$ cat src/rtl/rtt_pkg.sv
package rtt_pkg;

   localparam int SLOTS_DEFAULT = 8;
   localparam int MAX_BURST     = 8;
   localparam int QUEUE_DEPTH   = 2;
   localparam int REQ_DATA_W    = 40;
   localparam int RSP_DATA_W    = 40;
   localparam int TIMEOUT_W     = 31;
   localparam int TIME_W        = 32;
   localparam int TAG_W         = 16;

   localparam logic [TIMEOUT_W-1:0] TIMEOUT_RESET = 31'd20000;
   localparam logic [7:0]           NONHOST_MASK  = 8'hC0;

   typedef enum logic [1:0] {
      ACT_REQUEST  = 2'd0,
      ACT_RESPONSE = 2'd1,
      ACT_TICK     = 2'd2
   } action_type;

   typedef enum logic [1:0] {
      KIND_OUTCOME   = 2'd0,
      KIND_DELIVERED = 2'd1,
      KIND_DISCARDED = 2'd2,
      KIND_TIMEOUT   = 2'd3
   } kind_type;

   // decoded item handed from front to back
   typedef struct packed {
      action_type       op;
      logic             bcast;
      logic             track;
      logic             sent;
      logic [TAG_W-1:0] tag;
      logic             matchable;
      logic             host;
      logic [6:0]       seq;
      logic [7:0]       status;
   } cmd_type;

   typedef struct packed {
      logic    valid;
      cmd_type cmd;
   } queue_out_type;

endpackage

$ cat src/rtl/rtt_front.sv
module rtt_front
   import rtt_pkg::*;
(
   input  logic                  req_tvalid,
   output logic                  req_tready,
   input  logic [REQ_DATA_W-1:0] req_tdata,
   input  logic [1:0]            req_tuser,
   input  logic                  q_full,
   output logic                  q_push,
   output cmd_type               q_cmd
);

   logic known;

   always_comb begin
      q_cmd.op        = ACT_REQUEST;
      known           = 1'b1;
      unique case (req_tuser)
         ACT_REQUEST:  q_cmd.op = ACT_REQUEST;
         ACT_RESPONSE: q_cmd.op = ACT_RESPONSE;
         ACT_TICK:     q_cmd.op = ACT_TICK;
         default:      known = 1'b0;
      endcase
      q_cmd.bcast     = req_tdata[0];
      q_cmd.track     = req_tdata[1];
      q_cmd.sent      = req_tdata[2];
      q_cmd.tag       = req_tdata[18:3];
      // sequence bytes 0x80 and above never hit a slot
      q_cmd.matchable = req_tdata[19] & ~req_tdata[27];
      q_cmd.host      = (req_tdata[27:20] & NONHOST_MASK) == 8'h00;
      q_cmd.seq       = req_tdata[26:20];
      q_cmd.status    = req_tdata[35:28];
   end

   assign req_tready = ~q_full;
   assign q_push     = req_tvalid & ~q_full & known;

endmodule

$ cat src/rtl/rtt_queue.sv
module rtt_queue
   import rtt_pkg::*;
(
   input  logic          clock,
   input  logic          reset,
   input  logic          push,
   input  cmd_type       push_cmd,
   output logic          full,
   output queue_out_type head,
   input  logic          pop
);

   localparam int PTR_W = (QUEUE_DEPTH > 1) ? $clog2(QUEUE_DEPTH) : 1;
   localparam int CNT_W = $clog2(QUEUE_DEPTH + 1);

   cmd_type              entry_ff [QUEUE_DEPTH];
   logic [PTR_W-1:0]     wr_ptr_ff, wr_ptr_in;
   logic [PTR_W-1:0]     rd_ptr_ff, rd_ptr_in;
   logic [CNT_W-1:0]     count_ff, count_in;
   logic                 do_push, do_pop;

   assign full       = count_ff == CNT_W'(QUEUE_DEPTH);
   assign head.valid = count_ff != '0;
   assign head.cmd   = entry_ff[rd_ptr_ff];
   assign do_push    = push & ~full;
   assign do_pop     = pop & head.valid;

   always_comb begin
      wr_ptr_in = wr_ptr_ff;
      rd_ptr_in = rd_ptr_ff;
      count_in  = count_ff;
      if (do_push) begin
         wr_ptr_in = (wr_ptr_ff == PTR_W'(QUEUE_DEPTH - 1)) ? '0 : wr_ptr_ff + 1'b1;
      end
      if (do_pop) begin
         rd_ptr_in = (rd_ptr_ff == PTR_W'(QUEUE_DEPTH - 1)) ? '0 : rd_ptr_ff + 1'b1;
      end
      if (do_push & ~do_pop) begin
         count_in = count_ff + 1'b1;
      end else if (do_pop & ~do_push) begin
         count_in = count_ff - 1'b1;
      end
   end

   always_ff @(posedge clock) begin
      if (reset) begin
         wr_ptr_ff <= '0;
         rd_ptr_ff <= '0;
         count_ff  <= '0;
      end else begin
         wr_ptr_ff <= wr_ptr_in;
         rd_ptr_ff <= rd_ptr_in;
         count_ff  <= count_in;
      end
   end

   always_ff @(posedge clock) begin
      if (do_push) begin
         entry_ff[wr_ptr_ff] <= push_cmd;
      end
   end

endmodule

$ cat src/rtl/rtt_back.sv
module rtt_back
   import rtt_pkg::*;
#(
   parameter int SLOTS = SLOTS_DEFAULT
) (
   input  logic                  clock,
   input  logic                  reset,
   input  logic                  csr_wen,
   input  logic [TIMEOUT_W-1:0]  csr_wdata,
   input  queue_out_type         head,
   output logic                  q_pop,
   output logic                  rsp_tvalid,
   input  logic                  rsp_tready,
   output logic [RSP_DATA_W-1:0] rsp_tdata,
   output logic [1:0]            rsp_tuser,
   output logic                  rsp_tlast
);

   localparam int SLOT_W = (SLOTS > 1) ? $clog2(SLOTS) : 1;
   localparam int CNT_W  = (MAX_BURST > 1) ? $clog2(MAX_BURST) : 1;

   typedef enum logic [2:0] {
      ST_IDLE  = 3'b001,
      ST_SCAN  = 3'b010,
      ST_DRAIN = 3'b100
   } state_type;

   state_type             state_ff, state_in;
   logic [SLOTS-1:0]      active_ff, active_in;
   logic [SLOTS-1:0]      mask_ff, mask_in;
   logic [SLOT_W-1:0]     idx_ff, idx_in;
   logic [CNT_W-1:0]      cnt_ff, cnt_in;
   logic [5:0]            counter_ff, counter_in;
   logic [TIME_W-1:0]     time_ff, time_in;
   logic [TIMEOUT_W-1:0]  timeout_ff;

   logic [6:0]            seq_mem  [SLOTS];
   logic [TAG_W-1:0]      tag_mem  [SLOTS];
   logic [TIME_W-1:0]     dl_mem   [SLOTS];

   logic                  ov_ff, ov_in;
   kind_type              okind_ff, okind_in;
   logic                  oacc_ff, oacc_in;
   logic [6:0]            oseq_ff, oseq_in;
   logic [2:0]            oslot_ff, oslot_in;
   logic [TAG_W-1:0]      otag_ff, otag_in;
   logic [7:0]            ostat_ff, ostat_in;
   logic                  odone_ff, odone_in;
   logic                  olast_ff, olast_in;

   logic                  out_free;
   logic                  free_found, hit_found, low_found;
   logic [SLOT_W-1:0]     free_idx, hit_idx, low_idx, rd_idx;
   logic [SLOTS-1:0]      rest_mask;
   logic [TIME_W-1:0]     diff;
   logic                  expired;
   logic [6:0]            req_id;
   logic                  req_ok;
   logic                  wr_en;
   logic [6:0]            rd_seq;
   logic [TAG_W-1:0]      rd_tag;

   assign out_free = ~ov_ff | rsp_tready;
   assign req_id   = {head.cmd.bcast, counter_ff};
   assign req_ok   = head.cmd.sent & (~head.cmd.track | free_found);

   always_comb begin
      free_found = 1'b0;
      free_idx   = '0;
      hit_found  = 1'b0;
      hit_idx    = '0;
      low_found  = 1'b0;
      low_idx    = '0;
      for (int i = 0; i < SLOTS; i++) begin
         if (!free_found && !active_ff[i]) begin
            free_found = 1'b1;
            free_idx   = SLOT_W'(i);
         end
         if (!hit_found && active_ff[i] && head.cmd.matchable &&
             seq_mem[i] == head.cmd.seq) begin
            hit_found = 1'b1;
            hit_idx   = SLOT_W'(i);
         end
         if (!low_found && mask_ff[i]) begin
            low_found = 1'b1;
            low_idx   = SLOT_W'(i);
         end
      end
      rest_mask = mask_ff;
      rest_mask[low_idx] = 1'b0;
   end

   assign rd_idx  = (state_ff == ST_DRAIN) ? low_idx : hit_idx;
   assign rd_seq  = seq_mem[rd_idx];
   assign rd_tag  = tag_mem[rd_idx];
   assign diff    = dl_mem[idx_ff] - time_ff;
   assign expired = active_ff[idx_ff] & ((diff == '0) | diff[TIME_W-1]);

   always_comb begin
      state_in   = state_ff;
      active_in  = active_ff;
      mask_in    = mask_ff;
      idx_in     = idx_ff;
      cnt_in     = cnt_ff;
      counter_in = counter_ff;
      time_in    = time_ff;
      q_pop      = 1'b0;
      wr_en      = 1'b0;
      ov_in      = ov_ff & ~rsp_tready;
      okind_in   = okind_ff;
      oacc_in    = oacc_ff;
      oseq_in    = oseq_ff;
      oslot_in   = oslot_ff;
      otag_in    = otag_ff;
      ostat_in   = ostat_ff;
      odone_in   = odone_ff;
      olast_in   = olast_ff;
      unique case (state_ff)
         ST_IDLE: begin
            if (head.valid && out_free) begin
               q_pop = 1'b1;
               unique case (head.cmd.op)
                  ACT_REQUEST: begin
                     ov_in    = 1'b1;
                     okind_in = KIND_OUTCOME;
                     oacc_in  = req_ok;
                     oseq_in  = req_id;
                     oslot_in = '0;
                     otag_in  = '0;
                     ostat_in = '0;
                     odone_in = 1'b0;
                     olast_in = 1'b1;
                     if (req_ok) begin
                        counter_in = counter_ff + 1'b1;
                        if (head.cmd.track) begin
                           wr_en               = 1'b1;
                           active_in[free_idx] = 1'b1;
                           oslot_in            = 3'(free_idx);
                           otag_in             = head.cmd.tag;
                        end
                     end
                  end
                  ACT_RESPONSE: begin
                     ov_in    = 1'b1;
                     oacc_in  = 1'b0;
                     olast_in = 1'b1;
                     if (hit_found) begin
                        okind_in = KIND_DELIVERED;
                        oseq_in  = rd_seq;
                        oslot_in = 3'(hit_idx);
                        otag_in  = rd_tag;
                        ostat_in = head.cmd.status;
                        odone_in = head.cmd.host;
                        if (head.cmd.host) begin
                           active_in[hit_idx] = 1'b0;
                        end
                     end else begin
                        okind_in = KIND_DISCARDED;
                        oseq_in  = '0;
                        oslot_in = '0;
                        otag_in  = '0;
                        ostat_in = '0;
                        odone_in = 1'b0;
                     end
                  end
                  ACT_TICK: begin
                     time_in  = time_ff + 1'b1;
                     idx_in   = '0;
                     mask_in  = '0;
                     state_in = ST_SCAN;
                  end
                  default: ;
               endcase
            end
         end
         ST_SCAN: begin
            mask_in[idx_ff] = expired;
            if (idx_ff == SLOT_W'(SLOTS - 1)) begin
               cnt_in   = '0;
               state_in = ST_DRAIN;
            end else begin
               idx_in = idx_ff + 1'b1;
            end
         end
         ST_DRAIN: begin
            if (!low_found) begin
               state_in = ST_IDLE;
            end else if (out_free) begin
               ov_in              = 1'b1;
               okind_in           = KIND_TIMEOUT;
               oacc_in            = 1'b0;
               oseq_in            = rd_seq;
               oslot_in           = 3'(low_idx);
               otag_in            = rd_tag;
               ostat_in           = '0;
               odone_in           = 1'b1;
               olast_in           = (cnt_ff == CNT_W'(MAX_BURST - 1)) | (rest_mask == '0);
               active_in[low_idx] = 1'b0;
               mask_in            = rest_mask;
               cnt_in             = cnt_ff + 1'b1;
               if (olast_in) begin
                  state_in = ST_IDLE;
               end
            end
         end
         default: state_in = ST_IDLE;
      endcase
   end

   always_ff @(posedge clock) begin
      if (reset) begin
         state_ff   <= ST_IDLE;
         active_ff  <= '0;
         mask_ff    <= '0;
         idx_ff     <= '0;
         cnt_ff     <= '0;
         counter_ff <= '0;
         time_ff    <= '0;
         timeout_ff <= TIMEOUT_RESET;
         ov_ff      <= 1'b0;
      end else begin
         state_ff   <= state_in;
         active_ff  <= active_in;
         mask_ff    <= mask_in;
         idx_ff     <= idx_in;
         cnt_ff     <= cnt_in;
         counter_ff <= counter_in;
         time_ff    <= time_in;
         ov_ff      <= ov_in;
         if (csr_wen) begin
            timeout_ff <= csr_wdata;
         end
      end
   end

   always_ff @(posedge clock) begin
      okind_ff <= okind_in;
      oacc_ff  <= oacc_in;
      oseq_ff  <= oseq_in;
      oslot_ff <= oslot_in;
      otag_ff  <= otag_in;
      ostat_ff <= ostat_in;
      odone_ff <= odone_in;
      olast_ff <= olast_in;
   end

   always_ff @(posedge clock) begin
      if (wr_en) begin
         seq_mem[free_idx] <= req_id;
         tag_mem[free_idx] <= head.cmd.tag;
         dl_mem[free_idx]  <= time_ff + {1'b0, timeout_ff};
      end
   end

   assign rsp_tvalid = ov_ff;
   assign rsp_tuser  = okind_ff;
   assign rsp_tlast  = olast_ff;
   assign rsp_tdata  = {4'b0, odone_ff, ostat_ff, otag_ff, oslot_ff, oseq_ff, oacc_ff};

endmodule

$ cat src/rtl/request_transaction_tracker_unit.sv
// Request and response items: queued on acceptance, result registered as the item leaves
// the queue; one such item per cycle sustained unless the output stalls or a tick is busy.
// Tick items: the tick is taken, then a deadline scan of all SLOTS slots (one slot a cycle),
// then the timeout results, up to 8 per tick; no result is emitted if no slot expired.
// Synchronous active-high reset clears slot valid bits, sequence counter, time,
// the queue and the output valid flag; timeout_ticks returns to 20000.
module request_transaction_tracker_unit
   import rtt_pkg::*;
#(
   parameter int SLOTS = SLOTS_DEFAULT
) (
   input  logic                  clock,
   input  logic                  reset,
   input  logic                  csr_wen,
   input  logic [TIMEOUT_W-1:0]  csr_wdata,   // timeout_ticks
   input  logic                  req_tvalid,
   output logic                  req_tready,
   // is_broadcast, wants_tracking, send_ok, context_tag[15:0], response_valid,
   // response_sequence[7:0], response_status[7:0], zero pad
   input  logic [REQ_DATA_W-1:0] req_tdata,
   input  logic [1:0]            req_tuser,   // action
   output logic                  rsp_tvalid,
   input  logic                  rsp_tready,
   // accepted, sequence_id[6:0], slot_index[2:0], tag_out[15:0], status_out[7:0],
   // complete, zero pad
   output logic [RSP_DATA_W-1:0] rsp_tdata,
   output logic [1:0]            rsp_tuser,   // kind
   output logic                  rsp_tlast    // last
);

   logic          q_full;
   logic          q_push;
   cmd_type       q_cmd;
   queue_out_type q_head;
   logic          q_pop;

   rtt_front u_front (
      .req_tvalid (req_tvalid),
      .req_tready (req_tready),
      .req_tdata  (req_tdata),
      .req_tuser  (req_tuser),
      .q_full     (q_full),
      .q_push     (q_push),
      .q_cmd      (q_cmd)
   );

   rtt_queue u_queue (
      .clock    (clock),
      .reset    (reset),
      .push     (q_push),
      .push_cmd (q_cmd),
      .full     (q_full),
      .head     (q_head),
      .pop      (q_pop)
   );

   rtt_back #(
      .SLOTS (SLOTS)
   ) u_back (
      .clock      (clock),
      .reset      (reset),
      .csr_wen    (csr_wen),
      .csr_wdata  (csr_wdata),
      .head       (q_head),
      .q_pop      (q_pop),
      .rsp_tvalid (rsp_tvalid),
      .rsp_tready (rsp_tready),
      .rsp_tdata  (rsp_tdata),
      .rsp_tuser  (rsp_tuser),
      .rsp_tlast  (rsp_tlast)
   );

endmodule

$ cat config.mk
export PLATFORM = sky130hd
export DESIGN_NAME = request_transaction_tracker_unit
export DESIGN_NICKNAME = d
export VERILOG_FILES = /design/src/rtl/rtt_pkg.sv /design/src/rtl/rtt_front.sv /design/src/rtl/rtt_queue.sv /design/src/rtl/rtt_back.sv /design/src/rtl/request_transaction_tracker_unit.sv
export SDC_FILE = /design/constraint.sdc
export NUM_CORES = 1
export LEC_CHECK = 0
export BUFFER_PORTS_ARGS = -buffer_cell sky130_fd_sc_hd__buf_2
export CAP_MARGIN = 10
export CORE_MARGIN = 5
export CORE_UTILIZATION = 54
export DETAILED_ROUTE_END_ITERATION = 7
export GPL_TIMING_DRIVEN = 1
export PLACE_DENSITY = 0.7
export SKIP_CTS_REPAIR_TIMING = 1
export SLEW_MARGIN = 15
export SYNTH_ARGS = -nofsm -noshare
export SYNTH_HDL_FRONTEND = slang
export SYNTH_SLANG_ARGS = --single-unit
export TNS_END_PERCENT = 100
$ cat constraint.sdc
create_clock -name clock -period 22.8 [get_ports clock]
set_input_delay 4.56 -clock clock [delete_from_list [all_inputs] [get_ports clock]]
set_output_delay 4.56 -clock clock [all_outputs]
set_load 0.01 [all_outputs]
# ---- After elaboration in Yosys (flattened, before gate mapping)
# Memories as Yosys holds them, arrays and structs flattened. A register that Yosys moved wholly into a read port is not among the register bits.
# Cells that the tools add are included.
dict set report op_classes {
  n_addsub 10
  n_mux 162
  bitwise 27
  n_lt_le_gt_ge 8
  eq_ne 32
  n_reduce_logical 91
}
# cell n
set ops {}
lappend ops {{8-bit two-way mux} 15}
lappend ops {{3-bit two-way mux} 33}
lappend ops {{16-bit two-way mux} 6}
lappend ops {{16-bit case mux with 2 select lines} 2}
lappend ops {{8-bit case mux with 2 select lines} 4}
lappend ops {{1-bit two-way mux} 63}
lappend ops {{7-bit == test} 8}
lappend ops {{1-bit logical AND} 42}
lappend ops {{32-bit by 1-bit adder with 32-bit output, second input constant} 1}
lappend ops {{32-bit by 31-bit adder with 32-bit output} 1}
lappend ops {{32-bit zero test} 1}
lappend ops {{32-bit subtractor} 1}
lappend ops {{7-bit two-way mux} 4}
lappend ops {{7-bit case mux with 2 select lines} 2}
lappend ops {{1-bit zero test} 27}
lappend ops {{8-bit bitwise AND} 3}
lappend ops {{2-bit two-way mux} 12}
lappend ops {{3-bit case mux with 2 select lines} 4}
lappend ops {{8-bit case mux with 3 select lines} 1}
lappend ops {{5-bit AND reduction} 4}
lappend ops {{8-bit zero test} 2}
lappend ops {{3-bit by 4-bit less-than comparator with 1-bit output, second input constant} 4}
lappend ops {{8-bit NOT} 2}
lappend ops {{3-bit by 2-bit != test with 1-bit output, second input constant} 5}
lappend ops {{32 further kinds} 83}
dict set report word_totals {
  ff_bits 138
  input_bits 78
  mem_bits_rw 516
  n_memories 4
  out_inout_bits 45
  elab_cells 354
}
# name depth width rd rd_clocked_by_memory_dff write_ports line_no
set memory_table {}
lappend memory_table {u_back.dl_mem 8 32 1 1 1 rtt_back.sv:39} ;# logic [TIME_W-1:0] dl_mem [SLOTS];
lappend memory_table {u_back.tag_mem 8 16 1 0 1 rtt_back.sv:38} ;# logic [TAG_W-1:0] tag_mem [SLOTS];
lappend memory_table {u_queue.entry_ff 2 38 1 1 1 rtt_queue.sv:16} ;# cmd_type entry_ff [QUEUE_DEPTH];
lappend memory_table {u_back.seq_mem 8 7 9 0 1 rtt_back.sv:37} ;# logic [6:0] seq_mem [SLOTS];

# ---- Longest topological paths before layout
# Gate-level depths: netlist of the first run.
# An unclocked memory read counts as a cell.
dict set report depth {
  word_depth 50
  ltp_mapped 16
  ltp_nobuf 14
}

# ---- Hierarchy
# From an unflattened synthesis of the first run, not the netlist that was laid out.
dict set report hier_totals {
  hier_cells 2258
  area_unflattened_um2 30847.1
}
# module area_each_um2 seq_area_each_um2 instances cells_each
set modules_own_cells {}
lappend modules_own_cells {rtt_back 27592.7 16345.7 1 2074}
lappend modules_own_cells {rtt_queue 2957.8 2382.3 1 143}
lappend modules_own_cells {rtt_front 296.5 0.0 1 41}

# ---- Worst setup path after synthesis of the first run
# Ideal clock, no wire load.
dict set report synth_path {
  kind {input to register}
  start {input port rsp_tready}
  end {memory u_back.dl_mem[3][0], enable pin}
  path_buffers 1
  setup_slack_ps 10944
  setup_ps 624
  t_required_ps 22176
  t_arrival_ps 11232
  cell_stages 6
  cell_sequence {nor2b_1 > nor3_1 > and3_1 > buf_1 > nand2_1 > nor4b_1}
}
dict set report synth_via {
  elab_chain_cells 6
}
# item line_no
set synth_rtl {}
lappend synth_rtl {{start: declaration} request_transaction_tracker_unit.sv:23} ;# input logic rsp_tready,
lappend synth_rtl {{1-bit bitwise OR} rtt_back.sv:63} ;# assign out_free = ~ov_ff | rsp_tready;
lappend synth_rtl {{1-bit logical AND} rtt_back.sv:120} ;# if (head.valid && out_free) begin
lappend synth_rtl {{1-bit two-way mux} rtt_back.sv:120}
lappend synth_rtl {{1-bit two-way mux} rtt_back.sv:118} ;# unique case (state_ff)
lappend synth_rtl {{1-bit two-way mux} rtt_back.sv:248} ;# if (wr_en) begin
lappend synth_rtl {{1-bit two-way mux (implied by the code)} rtt_back.sv:251} ;# dl_mem[free_idx] <= time_ff + {1'b0, timeout_ff};
lappend synth_rtl {{end: declaration} rtt_back.sv:39}
# Every way passes these cells.

# ---- Final worst setup path of the first run
dict set report layout_path {
  start {input port rsp_tready}
  end {register u_back.time_ff[31]}
}
dict set report layout_via {
  elab_chain_cells 3
}
# item line_no
set layout_rtl {}
lappend layout_rtl {{1-bit bitwise OR} rtt_back.sv:63}
lappend layout_rtl {{1-bit logical AND} rtt_back.sv:120}
lappend layout_rtl {{3-bit AND reduction (no line)} -}
lappend layout_rtl {{end signal: assignment} rtt_back.sv:228} ;# time_ff <= time_in;
lappend layout_rtl {{end: declaration} rtt_back.sv:34} ;# logic [TIME_W-1:0] time_ff, time_in;
# Every way passes these cells.
# A chain may end at the register's enable or synchronous reset.

==> run summary, run 1 <==
The run finished with clean final reports. The number of synthesized flops with an enable pin is 555. The worst setup path is of the in -> reg kind. The total of endpoints with negative setup slack in the final report came out at 0. The combinational fraction of design power came out at 13.1%. The global-route wire length before repair is 104,300 um. The area growth from synthesis to layout is 11.40%.

The final period utilization came out at 31.80%. Sequential cells were found to cover 61.88% of the synthesized design area. The count of input and output buffers came out at 114.

The maximum number of pins on one net before global-route repair came out at 98. In the synthesized netlist, the cells that appear most often are sky130_fd_sc_hd__edfxtp_1, sky130_fd_sc_hd__nor2_1, sky130_fd_sc_hd__mux2i_1. The kind of cell adding the most delay to the critical path is simple AND/OR/NAND/NOR gates. The via count of the first global-routing pass came out at 18,570. The final standard cell count with taps included and fillers excluded is 3,116. The maximum clock path buffer count is 3. The setup skew after layout came out at 0.02545 ns. The count of nets left with antenna violations once routing finished came out at 0. The data arrival time of the critical path is 7.69 ns. The final routed DRC violation total came out at 0. The share of power burned in registers is 49.4%. The distinct cell type count after synthesis came out at 81. The share of total power in the clock network is 37.4%.

At the pin with the least slew margin, the transition time is 1.215 ns. Yosys instantiated no cell more often than sky130_fd_sc_hd__edfxtp_1. The synthesis-stage register bit count is 658. Synthesis produced 2,209 cells.

sky130_fd_sc_hd__edfxtp_1 takes more of the synthesized area than any other cell. The per-cell routed wire length is 21.41 um. The critical path goes through buf_2, nor2b_1, nor3_1, inv_1, nor2_2, and4_1, nor2b_1, and4_1, and2_1, nand3_1, xnor2_1, nor2_1. In this design, the stage delay of the slowest critical-path cell is 0.49 ns. The die is 246.7 um wide. The clock tree synthesis step divided the H-tree into 3 levels. The post-placement cell count is 2,993. In this run the worst path has a maximum fanout of 7. The core region area came out at 55,310 um2. After clock tree synthesis, the clock-pin slew on the worst setup and hold paths is 0.05 ns.

The switching power of the nets came out at 720.3 uW. The worst pin sits at a relative slew slack of 19.03%. The path category of the worst min-delay check is reg -> reg. The type of origin of the critical path is a primary input. The routed length on met1 came out at 29,600 um. The critical path capture point type is a flop.

Timing would allow up to 0.1379 GHz. The area share of the largest cell type after synthesis is 55.07%. The repair_antennas step left the layout with diodes totalling 0. The Yosys step of the flow raised 0 warnings. The max-capacitance violation count came out at 0.

The ratio of total power to cell area is 84.91 nW/um2. The source-to-sink clock delay at the later pin of the worst-skew pair came out at 0.61 ns. The switching power as a share of total power came out at 25.16%.

The die footprint is 60,880 um2. Yosys attributes the largest share of cell area to sky130_fd_sc_hd__edfxtp_1, sky130_fd_sc_hd__dfxtp_1, sky130_fd_sc_hd__mux2i_1. The smallest clock period supported by the final layout is computed as 7.252 ns. The number of buffers created by CTS came out at 67. The setup TNS came out at 0 ns. In this run the clock root is driven by a sky130_fd_sc_hd__clkbuf_16.

The area of the mapped netlist came out at 30,260 um2. The initial antenna violation count is 0. The first-pass iteration count of the detailed router came out at 5. The congestion estimate from routability-driven global placement came to 0.9088. The final routed wirelength across all metal layers is 66,720 um.

The leakage dissipation is 0.01239 uW. The effective utilization at floorplan came out at 54.72%. In the routed layout, each cell is associated on average with a via count of 5.946. The number of cell rows came out at 86. The number of max-slew violations in the final report came out at 0. The post-synthesis async set-or-reset flop share is 0%. Counting the fill cells in the layout gives 4,249.

Setup repair after global routing left no endpoint under its margin. The aggregate global routing overflow is 0. The met3 wirelength from detailed routing is 3923 um.

The height of the chip is 246.7 um. The slowest stage of the critical path belongs to the cell sky130_fd_sc_hd__and4_1. The TritonCTS clock tree is done.

Across the VDD grid, the largest voltage drop is 0.05675 mV. The most used flip-flop cell after synthesis is sky130_fd_sc_hd__edfxtp_1. The required time of the worst setup path came out at 23.24 ns. CTS saw 658 sinks.

The initial DRC count is 1,508. The total number of vias came out at 18,530. The highest layer touched by signal routing is met4.

The post-synthesis average cell area came out at 13.70 um2. Once detailed placement completed, the half-perimeter wirelength came to 41,660 um. The total global-route track usage came out at 22.00%. The routed length on met2 came out at 31,540 um.

For this run, the post-layout net count is 2,464. 123 I/O pins were placed. The total buffers and inverters traversed by the critical path is 2. The internal power consumption came out at 2142 uW. The final count of hold timing violations came out at 0. The share of post-route cells with drive strength above 1 is 16.34%.
-- layout make-up --
class / count / area, um2 / area share [%]
clock inverters: 27 / 256.5 / 0.7608
clock buffers: 95 / 1916 / 5.682
inverters: 58 / 217.7 / 0.6458
flip-flops and latches: 658 / 18730 / 55.57
well taps: 748 / 935.9 / 2.776
repair buffers: 135 / 743.2 / 2.204
multi-input cells: 1395 / 10910 / 32.36
-- power by group through the flow --
stage | logic, uW | clock network (uW) | registers, uW
global placement | 366 | 0 | 1440
CTS | 377 | 1090 | 1420
detailed placement | 375 | 0 | 1440
global route | 413 | 1150 | 1420
finish | 376 | 1070 | 1410
floorplan | 256 | 0 | 1440
-- metrics by stage --
stage	setup slack (ns)	instance area, um2	total power, uW	util (%)	hold slack (ns)
detailed placement	15.01	31520	1816	56.99	0.4646
global placement	15.05	31520	1804	56.99	0.4425
global route	15.40	33710	2981	60.96	0.5252
CTS	15.64	33690	2886	60.92	0.4805
floorplan	10.94	30280	1698	-	0.4356
finish	15.55	33710	2862	60.96	0.4742
-- state kept, by name, indices dropped and copies added (netlist names), 6 cells and up, named ones only --
register,flops
u_back.dl_mem,256
u_back.ostat_ff,8
u_back.counter_ff,6
u_back.otag_ff,16
u_queue.entry_ff,76
u_back.tag_mem,128
u_back.active_ff,8
u_back.oseq_ff,7
u_back.seq_mem,56
u_back.timeout_ff,31
u_back.mask_ff,8
u_back.time_ff,32
-- routing by layer --
metal / track usage, % / vias to the layer above
met5: 0 / -
met4: 6.712 / 0
met3: 3.178 / 120
met2: 35.91 / 589
met1: 31.05 / 9204
li1: - / 8616
-- cells in the final DEF, fill, tap and decap left out, drive strengths merged, types with 13 or more instances in the layout --
cell type  instances
a211o             28
a21o              19
a21oi            108
a31oi             14
and2              14
and3              13
buf              135
clkbuf            95
clkinv            21
dfxtp            103
edfxtp           555
ha                69
inv               62
mux2              49
mux2i            162
mux4              68
nand2             98
nand2b            27
nand3             61
nand4             22
nor2             205
nor2b             21
nor3              31
nor4              15
o21a              15
o21ai             84
xnor2            108
xor2              28
-- kinds of logic (layout without fill, tap and decap cells) --
logic type	count (synthesis)	count (layout)	share of synthesized area (%)
DFF	658	658	61.88
and+or+nand+nor	546	546	8.620
AOI/OAI and AO/OA	359	359	7.702
muxes	279	279	12.53
buffers and inverters	159	315	2.332
xor gates and xnor gates	136	136	3.936
adders and majority gates	71	71	2.985
other	1	4	0.01239
-- path summary, 6_finish.rpt --
kind | startpoint | end | slack [ns] | cells after the start
setup / recovery | rsp_tready | u_back.time_ff[31]$_SDFFE_PP0P_ | 15.55 | 12
hold / removal | u_back.cnt_ff[1]$_SDFFE_PP0P_ | u_back.cnt_ff[1]$_SDFFE_PP0P_ | 0.47 | 2
setup reg to reg | flop | u_back.mask_ff[0]$_SDFFE_PP0P_ | 16.95 | 14
hold reg to reg | u_back.cnt_ff[1]$_SDFFE_PP0P_ | u_back.cnt_ff[1]$_SDFFE_PP0P_ | 0.47 | 2
-- worst register-to-register path, cell delays in order (launching register included) --
cell                       delay, ns
sky130_fd_sc_hd__dfxtp_4        0.84
sky130_fd_sc_hd__buf_4          0.62
sky130_fd_sc_hd__mux4_2         0.61
sky130_fd_sc_hd__mux2_2         0.28
sky130_fd_sc_hd__ha_1           0.25
sky130_fd_sc_hd__a21o_1         0.20
sky130_fd_sc_hd__or3_1          0.30
sky130_fd_sc_hd__o21bai_1       0.30
sky130_fd_sc_hd__a41oi_1        0.30
sky130_fd_sc_hd__xnor2_1        0.22
sky130_fd_sc_hd__o311ai_0       0.16
sky130_fd_sc_hd__or4_1          0.47
sky130_fd_sc_hd__nor4b_1        0.29
sky130_fd_sc_hd__nand4_1        0.47
sky130_fd_sc_hd__a221oi_1       0.43
Note: power is estimated with default switching activity, not from simulation.
==> run 2, diff against run 1 <==
ABC_AREA = 1   (was not set)
clock period = 6.9 ns   (was 22.8 ns; I/O delays follow)
==> run 2 against run 1 <==
  * Flip-flop and latch count stayed put
  * Non-clock buffer count grew 9
  * Die area increased by 5.5%
  * Via count up 32%
  * Critical path depth rose by 11
  * Sequential share of layout area shrank 3.1 points
  * Total power grew to 3.6 times the previous value
  * Critical endpoint is now u_back.mask_ff[7]$_SDFFE_PP0P_
==> run summary, run 2 <==
The post-synthesis average cell area was 9.237 um2 (was 13.70 um2). The via count of the first global-routing pass was 23,040 (was 18,570). The clock period minus final worst setup slack is 5.129 ns. The leading area contributor after synthesis is sky130_fd_sc_hd__edfxtp_1 (unchanged). The global-route wire length before repair is 126,900 um (was 104,300 um). The worst slew slack as a fraction of its limit is 21.22% (was 19.03%). The core region area is 58,800 um2 (was 55,310 um2). The required time of the worst setup path came out at 7.44 ns (was 23.24 ns). Top cells by area, synth: sky130_fd_sc_hd__edfxtp_1, sky130_fd_sc_hd__nand2_1, sky130_fd_sc_hd__dfxtp_1 (was sky130_fd_sc_hd__edfxtp_1, sky130_fd_sc_hd__dfxtp_1, sky130_fd_sc_hd__mux2i_1).

The post-placement cell area is 33,320 um2 (was 31,520 um2). The number of nets in the final layout came out at 3,702 (was 2,464). The final period utilization is 74.33%. The leakage dissipation is 0.01435 uW (was 0.01239 uW).

The number of synthesized flops with an enable pin came out at 555 (unchanged). The effective utilization at floorplan came out at 54.40% (was 54.72%). The beginning of the worst hold path is u_back.cnt_ff[1]$_SDFFE_PP0P_ (unchanged). The area of the mapped netlist is 31,990 um2 (was 30,260 um2). The H-tree depth came out at 3 (unchanged).

The number of ports placed on the die boundary is 123 (unchanged). The most frequent standard cell in the layout excluding fill and tap cells is sky130_fd_sc_hd__nand2_1 (was sky130_fd_sc_hd__edfxtp_1). The per-cell routed wire length is 18.74 um (was 21.41 um). The timing-limited maximum frequency is 0.1950 GHz.

The Yosys warning count is 0 (unchanged). The max-capacitance violation count is 0 (unchanged). The total of endpoints with negative setup slack in the final report is 0 (unchanged). The clock sink count was 658 (unchanged). The source-to-sink clock delay at the later pin of the worst-skew pair came out at 0.62 ns (was 0.61 ns). The critical path capture point type is a flop (unchanged).

The root buffer cell is sky130_fd_sc_hd__clkbuf_16 (unchanged). The TritonCTS clock tree was done (unchanged). The total buffers and inverters traversed by the critical path is 3 (was 2). The type of origin of the critical path is a flop (was primary input). The floorplan die width is 253.4 um (was 246.7 um). The number of nets with antenna violations after routing is 0 (unchanged). The height of the chip came out at 253.4 um (was 246.7 um). Registers with the most flip-flops: u_back.dl_mem: 256 flops, u_back.tag_mem: 128 flops, u_queue.entry_ff: 76 flops (unchanged). The share of synthesized area occupied by flip-flops and latches is 58.55% (was 61.88%). The total number of vias is 24,490 (was 18,530). The aggregate global routing overflow came out at 0 (unchanged). The number of max-slew violations in the final report was 0 (unchanged). The synthesis-stage register bit count came to 658 (unchanged). The maximum vdd drop came out at 0.2953 mV (was 0.05675 mV).

The cell with the largest stage delay on the worst path is sky130_fd_sc_hd__dfxtp_4 (was sky130_fd_sc_hd__and4_1). The final routed DRC violation total is 0 (unchanged). The measured slew at the worst slew-check pin came to 1.182 ns (was 1.215 ns). The kind of cell adding the most delay to the critical path is simple AND/OR/NAND/NOR gates (unchanged). The estimated wirelength of the detail-placed design came out at 52,590 um (was 41,660 um).

The initial DRC count is 2,411 (was 1,508). The maximum clock path buffer count came out at 3 (unchanged). The routed length on met2 was 38,690 um (was 31,540 um). The final estimated routing congestion in global placement is 0.9711 (was 0.9088).

The number of cell rows came out at 89 (was 86). The post-synthesis async set-or-reset flop share is 0% (unchanged). The number of flip-flops in the largest register came to 256 (unchanged).

The register with the most flip-flops is u_back.dl_mem (unchanged). The first-pass iteration count of the detailed router is 6 (was 5). The count of antenna diodes in the layout came out at 0 (unchanged). The setup TNS is 0 ns (unchanged). The category of the most critical setup path is reg -> reg (was in -> reg). The area share of the largest cell type after synthesis is 52.10% (was 55.07%). The routed length on met1 is 35,930 um (was 29,600 um).

Commonest cells post-synth: sky130_fd_sc_hd__nand2_1, sky130_fd_sc_hd__edfxtp_1, sky130_fd_sc_hd__nor2_1 (was sky130_fd_sc_hd__edfxtp_1, sky130_fd_sc_hd__nor2_1, sky130_fd_sc_hd__mux2i_1). The ratio of total power to cell area came to 289.7 nW/um2 (was 84.91 nW/um2). The data arrival time of the critical path came out at 5.66 ns (was 7.69 ns). The highest layer used for signal routing is met4 (unchanged).

The met3 wirelength from detailed routing is 5367 um (was 3923 um). The area added between synthesis and finish is 11.70% (was 11.40%). Outcome: finished clean (unchanged).

The most common cell in the netlist is sky130_fd_sc_hd__nand2_1 (was sky130_fd_sc_hd__edfxtp_1). Most used cells in the layout excluding fill and tap cells: sky130_fd_sc_hd__nand2_1, sky130_fd_sc_hd__edfxtp_1, sky130_fd_sc_hd__nor2_1 (was sky130_fd_sc_hd__edfxtp_1, sky130_fd_sc_hd__nor2_1, sky130_fd_sc_hd__mux2i_1). The post-layout instance area came out at 35,730 um2 (was 33,710 um2). The highest cell delay on the worst timing path came to 0.70 ns (was 0.49 ns). The share of post-route cells with drive strength above 1 is 8.666% (was 16.34%). The final count of hold timing violations is 0 (unchanged). RSZ-0062 raised after global routing: no (unchanged). In this design, the critical path's most frequently occurring cell is sky130_fd_sc_hd__nand2_1. The maximum number of pins on one net before global-route repair came out at 97 (was 98). The path category of the worst min-delay check is reg -> reg (unchanged).

The die footprint is 64,200 um2 (was 60,880 um2). The number of buffers created by CTS was 71 (was 67). The setup skew after layout is 0.02869 ns (was 0.02545 ns).

The initial antenna violation count is 0 (unchanged). Cell Chain, Critical Path: clkinv_2, buf_4, o21ai_0, o22ai_1, nor2_1, a31oi_1, ha_1, nand2_1, inv_1, a21oi_1, nor2_1, nor2_1, nand2_1, xor2_1, nor2_1, nand2_1, nor3_1, nand3_1, nand2_1, nand2_1, nand2_1, nand2_1, a21oi_1 (was buf_2, nor2b_1, nor3_1, inv_1, nor2_2, and4_1, nor2b_1, and4_1, and2_1, nand3_1, xnor2_1, nor2_1). The distinct cell type count after synthesis is 59 (was 81). The number of instances in the synthesized netlist was 3,463 (was 2,209). The total global-route track usage came out at 25.08% (was 22.00%). The number of fillers in the final layout was 5,018 (was 4,249). The highest fanout seen on the critical path was 96 (was 7). The count of input and output buffers is 114 (unchanged). The average via count per standard cell came out at 5.585 (was 5.946). The final routed wirelength across all metal layers is 82,180 um (was 66,720 um). The most used flip-flop cell after synthesis is sky130_fd_sc_hd__edfxtp_1 (unchanged).

The clock transition at the register clock pins on the worst setup and hold paths after CTS is 0.06 ns (was 0.05 ns).
-- run 2: area by class of cell --
type	instances	area (um2)	share of cell area, %
clock inverters	39	493.0	1.380
inverters	390	1468	4.108
clock buffers	93	1911	5.348
repair buffers	144	845.8	2.367
well taps	773	967.2	2.707
flip-flops and latches	658	18730	52.44
multi-input cells	2288	11310	31.65
-- run 2: logic make-up after synthesis --
logic type	Yosys count	synth area share, %
fa+ha+maj	71	2.824
compound gates	526	8.969
other cells	1	0.01172
simple gates	1635	21.78
mux	1	0.03129
xor+xnor	51	1.396
flops	658	58.55
buf+inv	520	6.442
-- run 2: layer usage --
| layer | up-vias | global-route usage, % |
|---|---|---|
| met4 | 0 | 7.497 |
| li1 | 11980 | - |
| met5 | - | 0 |
| met3 | 131 | 3.235 |
| met2 | 867 | 41.56 |
| met1 | 11520 | 34.99 |
-- run 2: final timing paths --
kind	to	cells after the start	slack [ns]
setup / recovery	u_back.mask_ff[7]$_SDFFE_PP0P_	23	1.77
hold reg to reg	u_back.cnt_ff[1]$_SDFFE_PP0P_	2	0.47
hold / removal	u_back.cnt_ff[1]$_SDFFE_PP0P_	2	0.47
setup reg to reg	u_back.mask_ff[7]$_SDFFE_PP0P_	23	1.77
-- run 2: per-stage QoR --
step           power (uW)  hold slack, ns  std cells  setup slack (ns)  util [%]
3_3_place_gp         6495          0.4469       4252             1.848     56.64
5_1_grt             10780          0.4827       4385             1.344     60.77
3_5_place_dp         6520          0.4564       4253             1.854     56.68
2_1_floorplan        5965          0.4354       3466            0.5807         -
4_1_cts             10390          0.4706       4385             1.821     60.77
6_report            10350          0.4695       4385             1.771     60.77
-- run 2: where the power goes --
part	total, uW	internal, uW	leakage [uW]	switching (uW)
Combinational	1670	459	0.00724	1210
Sequential	4790	4660	0.00595	128
Clock	3890	2320	0.00116	1580
Total	10400	7440	0.0144	2910
-- run 2: worst register-to-register path, cell delays in order (launching register included) --
cell	delay (ns)
sky130_fd_sc_hd__dfxtp_4	0.70
sky130_fd_sc_hd__clkinv_2	0.55
sky130_fd_sc_hd__buf_4	0.56
sky130_fd_sc_hd__o21ai_0	0.30
sky130_fd_sc_hd__o22ai_1	0.11
sky130_fd_sc_hd__nor2_1	0.12
sky130_fd_sc_hd__a31oi_1	0.11
sky130_fd_sc_hd__ha_1	0.43
sky130_fd_sc_hd__nand2_1	0.19
sky130_fd_sc_hd__inv_1	0.06
sky130_fd_sc_hd__a21oi_1	0.26
sky130_fd_sc_hd__nor2_1	0.09
sky130_fd_sc_hd__nor2_1	0.10
sky130_fd_sc_hd__nand2_1	0.12
sky130_fd_sc_hd__xor2_1	0.16
sky130_fd_sc_hd__nor2_1	0.10
sky130_fd_sc_hd__nand2_1	0.06
sky130_fd_sc_hd__nor3_1	0.27
sky130_fd_sc_hd__nand3_1	0.15
sky130_fd_sc_hd__nand2_1	0.11
sky130_fd_sc_hd__nand2_1	0.21
sky130_fd_sc_hd__nand2_1	0.14
sky130_fd_sc_hd__nand2_1	0.06
sky130_fd_sc_hd__a21oi_1	0.12
